--- src/rtl/core/ccs_pkg.sv ---
// Shared types, constants and round functions of the ChaCha20 stream cipher.
package ccs_pkg;

    localparam int KEY_REGS  = 4;
    localparam int CFG_IDX_W = 8;
    localparam int NONCE_W   = 96;

    typedef logic [31:0] word_t;
    typedef logic [15:0][31:0] block_t;
    typedef logic [KEY_REGS-1:0][63:0] key_t;

    // One request as handed from the front to the back.
    typedef struct packed {
        logic [7:0]         data_byte;
        logic               last;
        logic               new_block;
        logic [5:0]         pos;
        logic [31:0]        counter;
        logic [NONCE_W-1:0] nonce;
    } item_t;

    localparam word_t SIGMA_0 = 32'h61707865;
    localparam word_t SIGMA_1 = 32'h3320646E;
    localparam word_t SIGMA_2 = 32'h79622D32;
    localparam word_t SIGMA_3 = 32'h6B206574;

    // Sub-steps after which the state is diagonalised / restored.
    localparam logic [2:0] SUB_END_COLUMNS  = 3'd3;
    localparam logic [2:0] SUB_END_DIAGONAL = 3'd7;

    function automatic block_t make_init(input key_t key, input word_t ctr,
                                         input logic [NONCE_W-1:0] nonce);
        block_t b;
        b[0] = SIGMA_0;
        b[1] = SIGMA_1;
        b[2] = SIGMA_2;
        b[3] = SIGMA_3;
        for (int i = 0; i < KEY_REGS; i++) begin
            b[4 + 2 * i] = key[i][31:0];
            b[5 + 2 * i] = key[i][63:32];
        end
        b[12] = ctr;
        b[13] = nonce[31:0];
        b[14] = nonce[63:32];
        b[15] = nonce[95:64];
        return b;
    endfunction

    function automatic logic [3:0][31:0] quarter_round(input word_t a_in, input word_t b_in,
                                                       input word_t c_in, input word_t d_in);
        word_t a;
        word_t b;
        word_t c;
        word_t d;
        word_t t;
        a = a_in + b_in;
        t = d_in ^ a;
        d = {t[15:0], t[31:16]};
        c = c_in + d;
        t = b_in ^ c;
        b = {t[19:0], t[31:20]};
        a = a + b;
        t = d ^ a;
        d = {t[23:0], t[31:24]};
        c = c + d;
        t = b ^ c;
        b = {t[24:0], t[31:25]};
        return {d, c, b, a};
    endfunction

    // Apply one quarter round to column 0, then rotate every row left by one
    // column so the next column comes to column 0. At the end of the column
    // half, diagonalise (row r left by r); at the end of the diagonal half, undo.
    function automatic block_t round_step(input block_t w, input logic [2:0] sub);
        logic [3:0][31:0] q;
        block_t m;
        block_t s;
        block_t d;
        q = quarter_round(w[0], w[4], w[8], w[12]);
        m = w;
        m[0]  = q[0];
        m[4]  = q[1];
        m[8]  = q[2];
        m[12] = q[3];
        for (int r = 0; r < 4; r++) begin
            for (int c = 0; c < 4; c++) begin
                s[4 * r + c] = m[4 * r + ((c + 1) & 3)];
            end
        end
        d = s;
        if (sub == SUB_END_COLUMNS) begin
            for (int r = 0; r < 4; r++) begin
                for (int c = 0; c < 4; c++) begin
                    d[4 * r + c] = s[4 * r + ((c + r) & 3)];
                end
            end
        end else if (sub == SUB_END_DIAGONAL) begin
            for (int r = 0; r < 4; r++) begin
                for (int c = 0; c < 4; c++) begin
                    d[4 * r + c] = s[4 * r + ((c - r + 4) & 3)];
                end
            end
        end
        return d;
    endfunction

endpackage

--- src/rtl/core/ccs_front.sv ---
// Front end: accepts message bytes, tracks message and block boundaries.
module ccs_front (
    input  logic                          aclk,
    input  logic                          aresetn,
    input  logic                          s_tvalid,
    output logic                          s_tready,
    // data_byte[7:0], nonce_low[71:8], nonce_high[103:72], start_counter[135:104]
    input  logic [135:0]                  s_tdata,
    input  logic                          s_tlast,
    output logic                          q_push,
    input  logic                          q_ready,
    output ccs_pkg::item_t                q_item
);

    logic                          at_start_reg;
    logic                          at_start_next;
    logic [5:0]                    pos_reg;
    logic [5:0]                    pos_next;
    logic [31:0]                   counter_reg;
    logic [31:0]                   counter_next;
    logic [ccs_pkg::NONCE_W-1:0]   nonce_reg;
    logic [ccs_pkg::NONCE_W-1:0]   nonce_next;

    logic [5:0]                    pos_eff;
    logic [31:0]                   counter_eff;
    logic [ccs_pkg::NONCE_W-1:0]   nonce_eff;
    logic                          new_block;

    assign s_tready = q_ready;
    assign q_push   = s_tvalid && q_ready;

    always_comb begin
        // A message's first byte reloads nonce and counter and restarts the block.
        pos_eff     = at_start_reg ? 6'd0 : pos_reg;
        counter_eff = at_start_reg ? s_tdata[135:104] : counter_reg;
        nonce_eff   = at_start_reg ? s_tdata[103:8] : nonce_reg;
        new_block   = (pos_eff == 6'd0);

        q_item.data_byte = s_tdata[7:0];
        q_item.last      = s_tlast;
        q_item.new_block = new_block;
        q_item.pos       = pos_eff;
        q_item.counter   = counter_eff;
        q_item.nonce     = nonce_eff;

        at_start_next = at_start_reg;
        pos_next      = pos_reg;
        counter_next  = counter_reg;
        nonce_next    = nonce_reg;
        if (q_push) begin
            at_start_next = s_tlast;
            pos_next      = pos_eff + 6'd1;
            counter_next  = new_block ? counter_eff + 32'd1 : counter_eff;
            nonce_next    = nonce_eff;
        end
    end

    always_ff @(posedge aclk) begin
        if (!aresetn) begin
            at_start_reg <= 1'b1;
            pos_reg      <= '0;
            counter_reg  <= '0;
            nonce_reg    <= '0;
        end else begin
            at_start_reg <= at_start_next;
            pos_reg      <= pos_next;
            counter_reg  <= counter_next;
            nonce_reg    <= nonce_next;
        end
    end

endmodule

--- src/rtl/core/ccs_fifo.sv ---
// Short request queue between the front and back ends.
module ccs_fifo #(
    parameter int WIDTH = 8,
    parameter int DEPTH = 2
) (
    input  logic             aclk,
    input  logic             aresetn,
    input  logic             in_valid,
    output logic             in_ready,
    input  logic [WIDTH-1:0] in_data,
    output logic             out_valid,
    input  logic             out_pop,
    output logic [WIDTH-1:0] out_data
);

    localparam int PTR_W = (DEPTH > 1) ? $clog2(DEPTH) : 1;
    localparam int CNT_W = $clog2(DEPTH + 1);
    localparam logic [PTR_W-1:0] PTR_LAST = PTR_W'(DEPTH - 1);
    localparam logic [CNT_W-1:0] CNT_FULL = CNT_W'(DEPTH);

    logic [WIDTH-1:0] entry_reg [DEPTH];
    logic [PTR_W-1:0] wr_ptr_reg;
    logic [PTR_W-1:0] wr_ptr_next;
    logic [PTR_W-1:0] rd_ptr_reg;
    logic [PTR_W-1:0] rd_ptr_next;
    logic [CNT_W-1:0] count_reg;
    logic [CNT_W-1:0] count_next;
    logic             push;
    logic             pop;

    assign in_ready  = (count_reg != CNT_FULL);
    assign out_valid = (count_reg != '0);
    assign out_data  = entry_reg[rd_ptr_reg];
    assign push      = in_valid && in_ready;
    assign pop       = out_pop && out_valid;

    always_comb begin
        wr_ptr_next = wr_ptr_reg;
        rd_ptr_next = rd_ptr_reg;
        count_next  = count_reg;
        if (push) begin
            wr_ptr_next = (wr_ptr_reg == PTR_LAST) ? '0 : wr_ptr_reg + 1'b1;
        end
        if (pop) begin
            rd_ptr_next = (rd_ptr_reg == PTR_LAST) ? '0 : rd_ptr_reg + 1'b1;
        end
        if (push && !pop) begin
            count_next = count_reg + 1'b1;
        end else if (pop && !push) begin
            count_next = count_reg - 1'b1;
        end
    end

    always_ff @(posedge aclk) begin
        if (!aresetn) begin
            wr_ptr_reg <= '0;
            rd_ptr_reg <= '0;
            count_reg  <= '0;
        end else begin
            wr_ptr_reg <= wr_ptr_next;
            rd_ptr_reg <= rd_ptr_next;
            count_reg  <= count_next;
        end
    end

    always_ff @(posedge aclk) begin
        if (push) begin
            entry_reg[wr_ptr_reg] <= in_data;
        end
    end

endmodule

--- src/rtl/core/ccs_back.sv ---
// Back end: keystream block generation with one quarter-round unit, byte XOR.
module ccs_back #(
    parameter int DOUBLE_ROUNDS = 10
) (
    input  logic            aclk,
    input  logic            aresetn,
    input  ccs_pkg::key_t   key,
    input  logic            q_valid,
    output logic            q_pop,
    input  ccs_pkg::item_t  q_item,
    output logic            m_tvalid,
    input  logic            m_tready,
    // out_byte[7:0]
    output logic [7:0]      m_tdata,
    output logic            m_tlast
);

    localparam int STEP_COUNT = DOUBLE_ROUNDS * 8;
    localparam int STEP_W     = $clog2(STEP_COUNT);
    localparam logic [STEP_W-1:0] STEP_LAST = STEP_W'(STEP_COUNT - 1);

    localparam logic [1:0] ST_IDLE  = 2'd0;
    localparam logic [1:0] ST_ROUND = 2'd1;
    localparam logic [1:0] ST_FINAL = 2'd2;
    localparam logic [1:0] ST_EMIT  = 2'd3;

    logic [1:0]                    state_reg;
    logic [1:0]                    state_next;
    logic [STEP_W-1:0]             step_reg;
    logic [STEP_W-1:0]             step_next;
    ccs_pkg::block_t               work_reg;
    ccs_pkg::block_t               work_next;
    ccs_pkg::block_t               ks_reg;
    ccs_pkg::block_t               ks_next;
    logic [7:0]                    cur_data_reg;
    logic [7:0]                    cur_data_next;
    logic                          cur_last_reg;
    logic                          cur_last_next;
    logic [5:0]                    cur_pos_reg;
    logic [5:0]                    cur_pos_next;
    logic [31:0]                   blk_counter_reg;
    logic [31:0]                   blk_counter_next;
    logic [ccs_pkg::NONCE_W-1:0]   blk_nonce_reg;
    logic [ccs_pkg::NONCE_W-1:0]   blk_nonce_next;
    logic                          m_valid_reg;
    logic                          m_valid_next;
    logic [7:0]                    m_byte_reg;
    logic [7:0]                    m_byte_next;
    logic                          m_last_reg;
    logic                          m_last_next;

    logic                          out_free;
    logic                          emit;
    logic [7:0]                    emit_data;
    logic                          emit_last;
    logic [5:0]                    emit_pos;
    ccs_pkg::word_t                ks_word;
    ccs_pkg::block_t               init_words;

    assign out_free   = !m_valid_reg || m_tready;
    assign q_pop      = (state_reg == ST_IDLE) && q_valid && (q_item.new_block || out_free);
    assign init_words = ccs_pkg::make_init(key, blk_counter_reg, blk_nonce_reg);

    assign m_tvalid = m_valid_reg;
    assign m_tdata  = m_byte_reg;
    assign m_tlast  = m_last_reg;

    always_comb begin
        state_next       = state_reg;
        step_next        = step_reg;
        work_next        = work_reg;
        ks_next          = ks_reg;
        cur_data_next    = cur_data_reg;
        cur_last_next    = cur_last_reg;
        cur_pos_next     = cur_pos_reg;
        blk_counter_next = blk_counter_reg;
        blk_nonce_next   = blk_nonce_reg;
        emit             = 1'b0;
        emit_data        = cur_data_reg;
        emit_last        = cur_last_reg;
        emit_pos         = cur_pos_reg;

        case (state_reg)
            ST_IDLE: begin
                if (q_pop) begin
                    if (q_item.new_block) begin
                        cur_data_next    = q_item.data_byte;
                        cur_last_next    = q_item.last;
                        cur_pos_next     = q_item.pos;
                        blk_counter_next = q_item.counter;
                        blk_nonce_next   = q_item.nonce;
                        work_next        = ccs_pkg::make_init(key, q_item.counter,
                                                              q_item.nonce);
                        step_next        = '0;
                        state_next       = ST_ROUND;
                    end else begin
                        emit      = 1'b1;
                        emit_data = q_item.data_byte;
                        emit_last = q_item.last;
                        emit_pos  = q_item.pos;
                    end
                end
            end
            ST_ROUND: begin
                work_next = ccs_pkg::round_step(work_reg, step_reg[2:0]);
                step_next = step_reg + 1'b1;
                if (step_reg == STEP_LAST) begin
                    state_next = ST_FINAL;
                end
            end
            ST_FINAL: begin
                for (int i = 0; i < 16; i++) begin
                    ks_next[i] = work_reg[i] + init_words[i];
                end
                state_next = ST_EMIT;
            end
            ST_EMIT: begin
                if (out_free) begin
                    emit       = 1'b1;
                    state_next = ST_IDLE;
                end
            end
            default: begin
                state_next = ST_IDLE;
            end
        endcase

        ks_word = ks_reg[emit_pos[5:2]];

        m_valid_next = m_valid_reg && !m_tready;
        m_byte_next  = m_byte_reg;
        m_last_next  = m_last_reg;
        if (emit) begin
            m_valid_next = 1'b1;
            m_byte_next  = emit_data ^ ks_word[{emit_pos[1:0], 3'b000} +: 8];
            m_last_next  = emit_last;
        end
    end

    always_ff @(posedge aclk) begin
        if (!aresetn) begin
            state_reg   <= ST_IDLE;
            step_reg    <= '0;
            m_valid_reg <= 1'b0;
        end else begin
            state_reg   <= state_next;
            step_reg    <= step_next;
            m_valid_reg <= m_valid_next;
        end
    end

    always_ff @(posedge aclk) begin
        work_reg        <= work_next;
        ks_reg          <= ks_next;
        cur_data_reg    <= cur_data_next;
        cur_last_reg    <= cur_last_next;
        cur_pos_reg     <= cur_pos_next;
        blk_counter_reg <= blk_counter_next;
        blk_nonce_reg   <= blk_nonce_next;
        m_byte_reg      <= m_byte_next;
        m_last_reg      <= m_last_next;
    end

    a_new_block_at_zero: assert property (@(posedge aclk) disable iff (!aresetn)
        (q_pop && q_item.new_block) |-> (q_item.pos == 6'd0))
        else $error("block generation requested away from a block boundary");

    a_reuse_inside_block: assert property (@(posedge aclk) disable iff (!aresetn)
        (q_pop && !q_item.new_block) |-> (q_item.pos != 6'd0))
        else $error("stale keystream used at a block boundary");

    a_round_to_final: assert property (@(posedge aclk) disable iff (!aresetn)
        (state_reg == ST_ROUND && step_reg == STEP_LAST) |=> (state_reg == ST_FINAL))
        else $error("round sequence did not finish after the last step");

    a_final_to_emit: assert property (@(posedge aclk) disable iff (!aresetn)
        (state_reg == ST_FINAL) |=> (state_reg == ST_EMIT && !q_pop))
        else $error("keystream add not followed by the pending byte");

endmodule

--- src/rtl/core/chacha20_stream_cipher.sv ---
// ChaCha20 byte stream cipher top level: key registers, front end, queue, back end.
//
// Usage: write the 256-bit key through the cfg channel (index 0..3, 64 bits
// each, little-endian key bytes; other indexes are ignored) while idle. Send
// message bytes on the s_ channel; tlast marks a message's final byte. The
// nonce and start counter in s_tdata are sampled on a message's first byte
// only. Each byte comes back on the m_ channel XORed with the keystream, with
// tlast copied through, in order and one result per request.
// A byte inside a 64-byte block passes through the queue and the result register
// to m_tvalid. A byte at a block boundary waits for block generation: one
// quarter round per cycle on a single shared unit for every double round,
// then the final add and the result register.
// Throughput: one byte per cycle within a block while m_tready stays high.
// Reset: the block waits for a message start, key registers read zero.
// When the receiver stalls, the result register holds; the queue fills and
// s_tready falls once QUEUE_DEPTH requests are waiting.
module chacha20_stream_cipher #(
    parameter int DOUBLE_ROUNDS = 10,
    parameter int QUEUE_DEPTH   = 2
) (
    input  logic                           aclk,
    input  logic                           aresetn,
    input  logic                           cfg_valid,
    output logic                           cfg_ready,
    input  logic [ccs_pkg::CFG_IDX_W-1:0]  cfg_index,
    input  logic [63:0]                    cfg_data,
    input  logic                           s_tvalid,
    output logic                           s_tready,
    // data_byte[7:0], nonce_low[71:8], nonce_high[103:72], start_counter[135:104]
    input  logic [135:0]                   s_tdata,
    input  logic                           s_tlast,
    output logic                           m_tvalid,
    input  logic                           m_tready,
    // out_byte[7:0]
    output logic [7:0]                     m_tdata,
    output logic                           m_tlast
);

    localparam int ITEM_W = $bits(ccs_pkg::item_t);

    ccs_pkg::key_t   key_reg;
    ccs_pkg::key_t   key_next;
    logic            push;
    logic            push_ready;
    ccs_pkg::item_t  push_item;
    logic            pop_valid;
    logic            pop;
    ccs_pkg::item_t  pop_item;

    assign cfg_ready = 1'b1;

    always_comb begin
        key_next = key_reg;
        // Drop writes beyond the key registers.
        if (cfg_valid && (cfg_index < ccs_pkg::CFG_IDX_W'(ccs_pkg::KEY_REGS))) begin
            key_next[cfg_index[1:0]] = cfg_data;
        end
    end

    always_ff @(posedge aclk) begin
        if (!aresetn) begin
            key_reg <= '0;
        end else begin
            key_reg <= key_next;
        end
    end

    ccs_front u_front (
        .aclk     (aclk),
        .aresetn  (aresetn),
        .s_tvalid (s_tvalid),
        .s_tready (s_tready),
        .s_tdata  (s_tdata),
        .s_tlast  (s_tlast),
        .q_push   (push),
        .q_ready  (push_ready),
        .q_item   (push_item)
    );

    ccs_fifo #(
        .WIDTH (ITEM_W),
        .DEPTH (QUEUE_DEPTH)
    ) u_queue (
        .aclk      (aclk),
        .aresetn   (aresetn),
        .in_valid  (push),
        .in_ready  (push_ready),
        .in_data   (push_item),
        .out_valid (pop_valid),
        .out_pop   (pop),
        .out_data  (pop_item)
    );

    ccs_back #(
        .DOUBLE_ROUNDS (DOUBLE_ROUNDS)
    ) u_back (
        .aclk     (aclk),
        .aresetn  (aresetn),
        .key      (key_reg),
        .q_valid  (pop_valid),
        .q_pop    (pop),
        .q_item   (pop_item),
        .m_tvalid (m_tvalid),
        .m_tready (m_tready),
        .m_tdata  (m_tdata),
        .m_tlast  (m_tlast)
    );

endmodule

--- config.mk ---
export PLATFORM = sky130hd
export DESIGN_NAME = chacha20_stream_cipher
export DESIGN_NICKNAME = d
export VERILOG_FILES = /design/src/rtl/core/ccs_pkg.sv /design/src/rtl/core/ccs_front.sv /design/src/rtl/core/ccs_fifo.sv /design/src/rtl/core/ccs_back.sv /design/src/rtl/core/chacha20_stream_cipher.sv
export SDC_FILE = /design/constraint.sdc
export NUM_CORES = 2
export LEC_CHECK = 0
export BUFFER_PORTS_ARGS = -buffer_cell sky130_fd_sc_hd__buf_2
export CORE_ASPECT_RATIO = 0.7
export CORE_MARGIN = 1.5
export CORE_UTILIZATION = 25
export DETAILED_ROUTE_END_ITERATION = 6
export PLACE_DENSITY = 0.39
export SKIP_CTS_REPAIR_TIMING = 1
export SLEW_MARGIN = 20
export SYNTH_ARGS = -nofsm -noshare
export SYNTH_HDL_FRONTEND = slang
export SYNTH_HIERARCHICAL = 1
export SYNTH_SLANG_ARGS = --single-unit
--- constraint.sdc ---
create_clock -name aclk -period 18.8 [get_ports aclk]
set_input_delay 0.94 -clock aclk [delete_from_list [all_inputs] [get_ports aclk]]
set_output_delay 0.94 -clock aclk [all_outputs]
set_load 0.05 [all_outputs]
* Yosys cells after proc, flatten, opt, wreduce, memory -nomap -nowiden
Memories as Yosys holds them, arrays and structs flattened. A register that Yosys moved wholly into a read port is not among the register bits. Cells that the tools add are included.
Operators by class: bitwise logic cells 5, mux-type cells 44, eq/ne operators 13, shifts and indexed selects 1, add/subtract/negate cells 27, order comparisons 4, reductions and logical operators 26
Operators with widths (count):
- $mux 512 | 4
- $pmux 512 s2 | 1
- $add 32x32->32 | 16
- $bwmux 256 | 1
- $bmux 32 s4 | 1
- $demux 64 s2 | 1
- $xor 32x32->32 | 4
- $add 32x31->32 const B | 3
- $mux 32 | 3
- $mux 96 | 1
- $mux 64 | 1
- $add 32x1->32 const B | 1
- $add 32x30->32 const B | 1
- $shiftx 32x6->8 | 1
- $mux 6 | 4
- $mux 8 | 3
- $mux 7 | 2
- $pmux 7 s2 | 1
- $mux 1 | 13
- $mux 2 | 6
- $reduce_and 4->1 | 3
- $logic_and 1x1->1 | 10
- $lt 8x3->1 const B | 1
- $pmux 2 s4 | 1
- 24 further kinds | 37
Word-level totals: memory bits (writable) 288, bits in registers 1581, output and inout bits 12, memories kept 1
Memory list:
- u_queue.entry_reg | depth 2, width 144, read ports 1, clocked after memory_dff 1, write ports 1, RTL line ccs_fifo.sv:21 | logic [WIDTH-1:0] entry_reg [DEPTH];

* Depth between registers and ports, before layout
word-level depth 11, gate-level depth with buffers 45

* Modules after synthesis
The synthesis kept the hierarchy.
By module, submodules not included:
- ccs_back | seq. area each 35514.1 sq um, instances 1, area an instance 77441.8 sq um, cells an instance 7589
- ccs_fifo | seq. area each 8748.4 sq um, instances 1, area an instance 10867.9 sq um, cells an instance 472
- chacha20_stream_cipher | seq. area each 5124.9 sq um, instances 1, area an instance 9475.3 sq um, cells an instance 904
- ccs_front | seq. area each 2702.6 sq um, instances 1, area an instance 7749.9 sq um, cells an instance 907

* Worst setup path before layout
No wires, ideal clock.
path kind reg-to-reg, start point reg u_back.state_reg[0], end point reg u_back/ks_reg[0] in the netlist's numbering (enable), arrival time 12126 ps, stages on the path, launching flop included 3, setup slack 5726 ps, buffers on the path 0, period minus slack after synthesis 13074 ps, data required time 17853 ps, cells stage by stage dfxtp_1 -> inv_1 -> ha_1
Between the ends: longest elaborated chain between the ends 1
RTL lines:
- start, declared | RTL line ccs_back.sv:27 | logic [1:0] state_reg;
- start signal, assigned | RTL line ccs_back.sv:146 | state_reg <= state_next;
- $eq 2x2->1 | RTL line ccs_back.sv:83 | case (state_reg)
- end signal, assigned | RTL line ccs_back.sv:154 | ks_reg <= ks_next;
- end, declared | RTL line ccs_back.sv:33 | ccs_pkg::block_t ks_reg;
Every way passes these cells. A chain may end at the register's enable or synchronous reset.

==> results by group <==
Synthesis
  • Synth Cell Area: 106000 um2
  • Synth Area in Simple Gates: 0.129
  • Yosys reg bits: 1870
  • Most frequent cells after synthesis: edfxtp_1 (1464), nand2_1 (1356), nor2_1 (636)
  • Post-synthesis cell count: 9872
  • Synth cell types: 117
  • Count leader, synth: edfxtp_1
  • Adder-cell share of the synthesized area: 0.0639
  • Sequential share of the synthesized area: 0.494
  • Mux share of post-synthesis cell area: 0.0655
  • Top cells by area, synth: edfxtp_1 (42%), dfxtp_1 (7.7%), ha_1 (6.1%), nand2_1 (4.8%), xnor2_1 (3.6%)
  • Syn. warnings: 6
  • Synth Area per Inst: 10.7 um2
  • Syn Nets: 10600
  • Compound-gate portion of the synthesized area: 0.157
  • Main combinational cell family by area after synthesis: compound AO/OA/AOI/OAI gates
  • Yosys top cell area share: 0.417
  • Synth Flop Type: edfxtp_1
  • Asr flop ratio synth: 0
  • XOR/XNOR Fraction of Synth Area: 0.0611
  • Number of synthesized flops with an enable pin: 1464
  • Yosys top cell by area: edfxtp_1

Worst setup path
  • Worst path bufs/invs: 2
  • CP endpoint kind: flip-flop
  • Worst EP required: 19.50 ns
  • CP max stage delay: 0.84 ns
  • CP Class: flip-flop to flip-flop
  • Reg2Reg Setup Slack: 4.38 ns
  • WP data arrival: 15.12 ns
  • Worst setup SP type: flip-flop
  • Worst reg2reg path startpoint: u_back/work_reg[144]
  • Cell depth of the worst flop-to-flop path: 42
  • CP top delay family: compound AO/OA/AOI/OAI gates
  • Worst Path Max Fanout: 7
  • FF-to-FF End: u_back/work_reg[194]
  • CP max-delay cell: xnor2_1

Routing
  • Routed Antenna Nets: 0
  • Drt drc: 0
  • Routed Wire Length: 499 mm
  • Vias per cell: 5.23
  • DRT iter0 DRCs: 9450
  • Total number of vias: 82800
  • DRT Pass-1 Iters: 6
  • DR WL/cell: 31.5 um

Timing
  • Relative slew slack: 0.0683
  • RSZ-0062 raised after global routing: no
  • Final Hold Viols: 0
  • Setup TNS: 0 ns
  • Period minus WS final: 14.42 ns
  • Fmax: 69.3 MHz
  • Max-slew violations: 0
  • Final period util: 0.767
  • Setup violations, final: 0
  • Clk_skew: 0.121 ns
  • Least-Margin Pin Slew: 1.39 ns

Min path
  • Worst hold path depth: 1
  • Worst hold path startpoint: s_tdata[3]
  • Worst hold endpoint: u_queue/entry_reg[1][139]
  • Min-delay worst type: input pin to flip-flop

Layout
  • Fill cells: 43600
  • Final nets: 10800
  • Multi-input logic area: 51200 um2
  • FF/Latch Area: 52100 um2
  • Layout cell share with drive strength beyond 1: 0.120
  • Area growth syn-to-layout: 14.9%

Clocking
  • H-tree depth: 4
  • Clock buffers created by TritonCTS: 213
  • Reg clk slew, reported paths: 0.08 ns
  • CTS tree: built
  • Worst-Skew Late Latency: 0.96 ns
  • Clock sinks: 1870
  • Clock root buffer master: clkbuf_16
  • Worst-case clock buffer depth: 4

Job
  • Total of max-cap violations: 0

Placed design
  • Detailed Place HPWL: 388 mm
  • # port buffers: 224
  • Routability congestion estimate: 0.937

Global routing
  • Vias in the first global route: 76700
  • Largest net degree at the start of global routing: 129
  • Initial antenna violation count: 85
  • First-pass GRT wire length: 669 mm
  • Grt total ovfl: 0
  • Tot GR Track Use: 0.225

Floorplanning
  • Starting Density: 0.251
  • Core Area: 420000 um2
  • Num ports: 226
  • Die Wd: 780 um
  • Die area: 426000 um2
  • Row Count: 199
  • Chip Height: 547 um

Outcome
  • Status: complete, no violations
[layer usage]
layer,vias to the layer above,part of all wire,GRT usage
li1,37000,-,-
met1,42300,0.52,0.365
met2,3139,0.39,0.301
met3,354,0.082,0.0490
met4,16,0.016,0.0365
met5,-,0.00022,0
[cells by family after synthesis]
group	after synthesis
muxes	634
xor gates and xnor gates	688
AOI/OAI and AO/OA	2443
and+or+nand+nor	2981
DFF	1870
adders and majority gates	529
other	1
buffers and inverters	726
[through the flow]
step	instances	hold WS, ns	setup slack (ns)	utilization	instance area [um2]
after floorplan	9872	0.417	5.73	-	106000
final	15800	0.241	4.38	0.289	121000
after global routing	15800	0.180	3.73	0.289	121000
after CTS	15800	0.130	4.61	0.289	121000
after global placement	15400	0.429	4.31	0.271	114000
after detailed placement	15400	0.429	4.75	0.272	114000
[area by class of cell]
type,count,share of cell area
clock buffer,286,0.0493
clock inverter,109,0.00864
timing repair buffer,433,0.0241
antenna,13,0.000268
multi-input combinational,7276,0.423
tap,5628,0.0581
inverter,232,0.00740
sequential,1870,0.430
[worst register-to-register path: cells and delay by family (launching register included)]
kind	cells	cell delay [ns]
compound gates	22	6.54
buf+inv	2	0.21
mux	1	0.12
fa+ha+maj	4	1.79
flops	1	0.64
xor+xnor	7	3.67
simple gates	6	1.22
[worst max path at each step]
stage | startpoint | end | slack [ns] | cells after the start
3_5_place_dp | u_back/work_reg[0] | u_back/work_reg[226] | 4.75 | 44
4_1_cts | u_back/work_reg[144] | u_back/work_reg[194] | 4.61 | 42
5_1_grt | u_back/work_reg[144] | u_back/work_reg[194] | 3.73 | 42
6_report | u_back/work_reg[144] | u_back/work_reg[194] | 4.38 | 42
2_1_floorplan | u_back/state_reg[0] | u_back/ks_reg[0] | 5.73 | 2
3_3_place_gp | u_back/work_reg[128] | u_back/work_reg[194] | 4.31 | 44
[layout by cell type (no fill, tap or decap), types with 43 or more instances in the layout]
cell type  synthesis  final
a211oi_1         232    226
a21boi_0         111    111
a21o_1           224    224
a21oi_1          573    571
a221oi_1          95     95
a31oi_1          216    216
and2_1           108    107
and3_1           206    203
buf_2             41    223
buf_4             15    192
clkbuf_1         376     43
clkbuf_16          0    220
dfxtp_1          406    404
edfxtp_1        1464   1464
ha_1             513    509
inv_1            230    225
mux2_2           209    209
mux2_4            61     61
mux2i_1          364    359
nand2_1         1356   1351
nand2b_1         135    134
nand3_1          150    150
nand4_1           47     47
nor2_1           636    633
nor2b_1           69     69
nor3_1           113    110
o211ai_1          53     53
o21a_1            78     78
o21ai_0          280    278
o21ai_1           48     50
o21bai_1          46     46
o2bb2ai_1         65     65
o31ai_1           47     44
xnor2_1          428    401
xor2_1           229    217
Power is not shown: default switching activity piles up to over one toggle a cycle in this logic, so the estimate is an artifact.
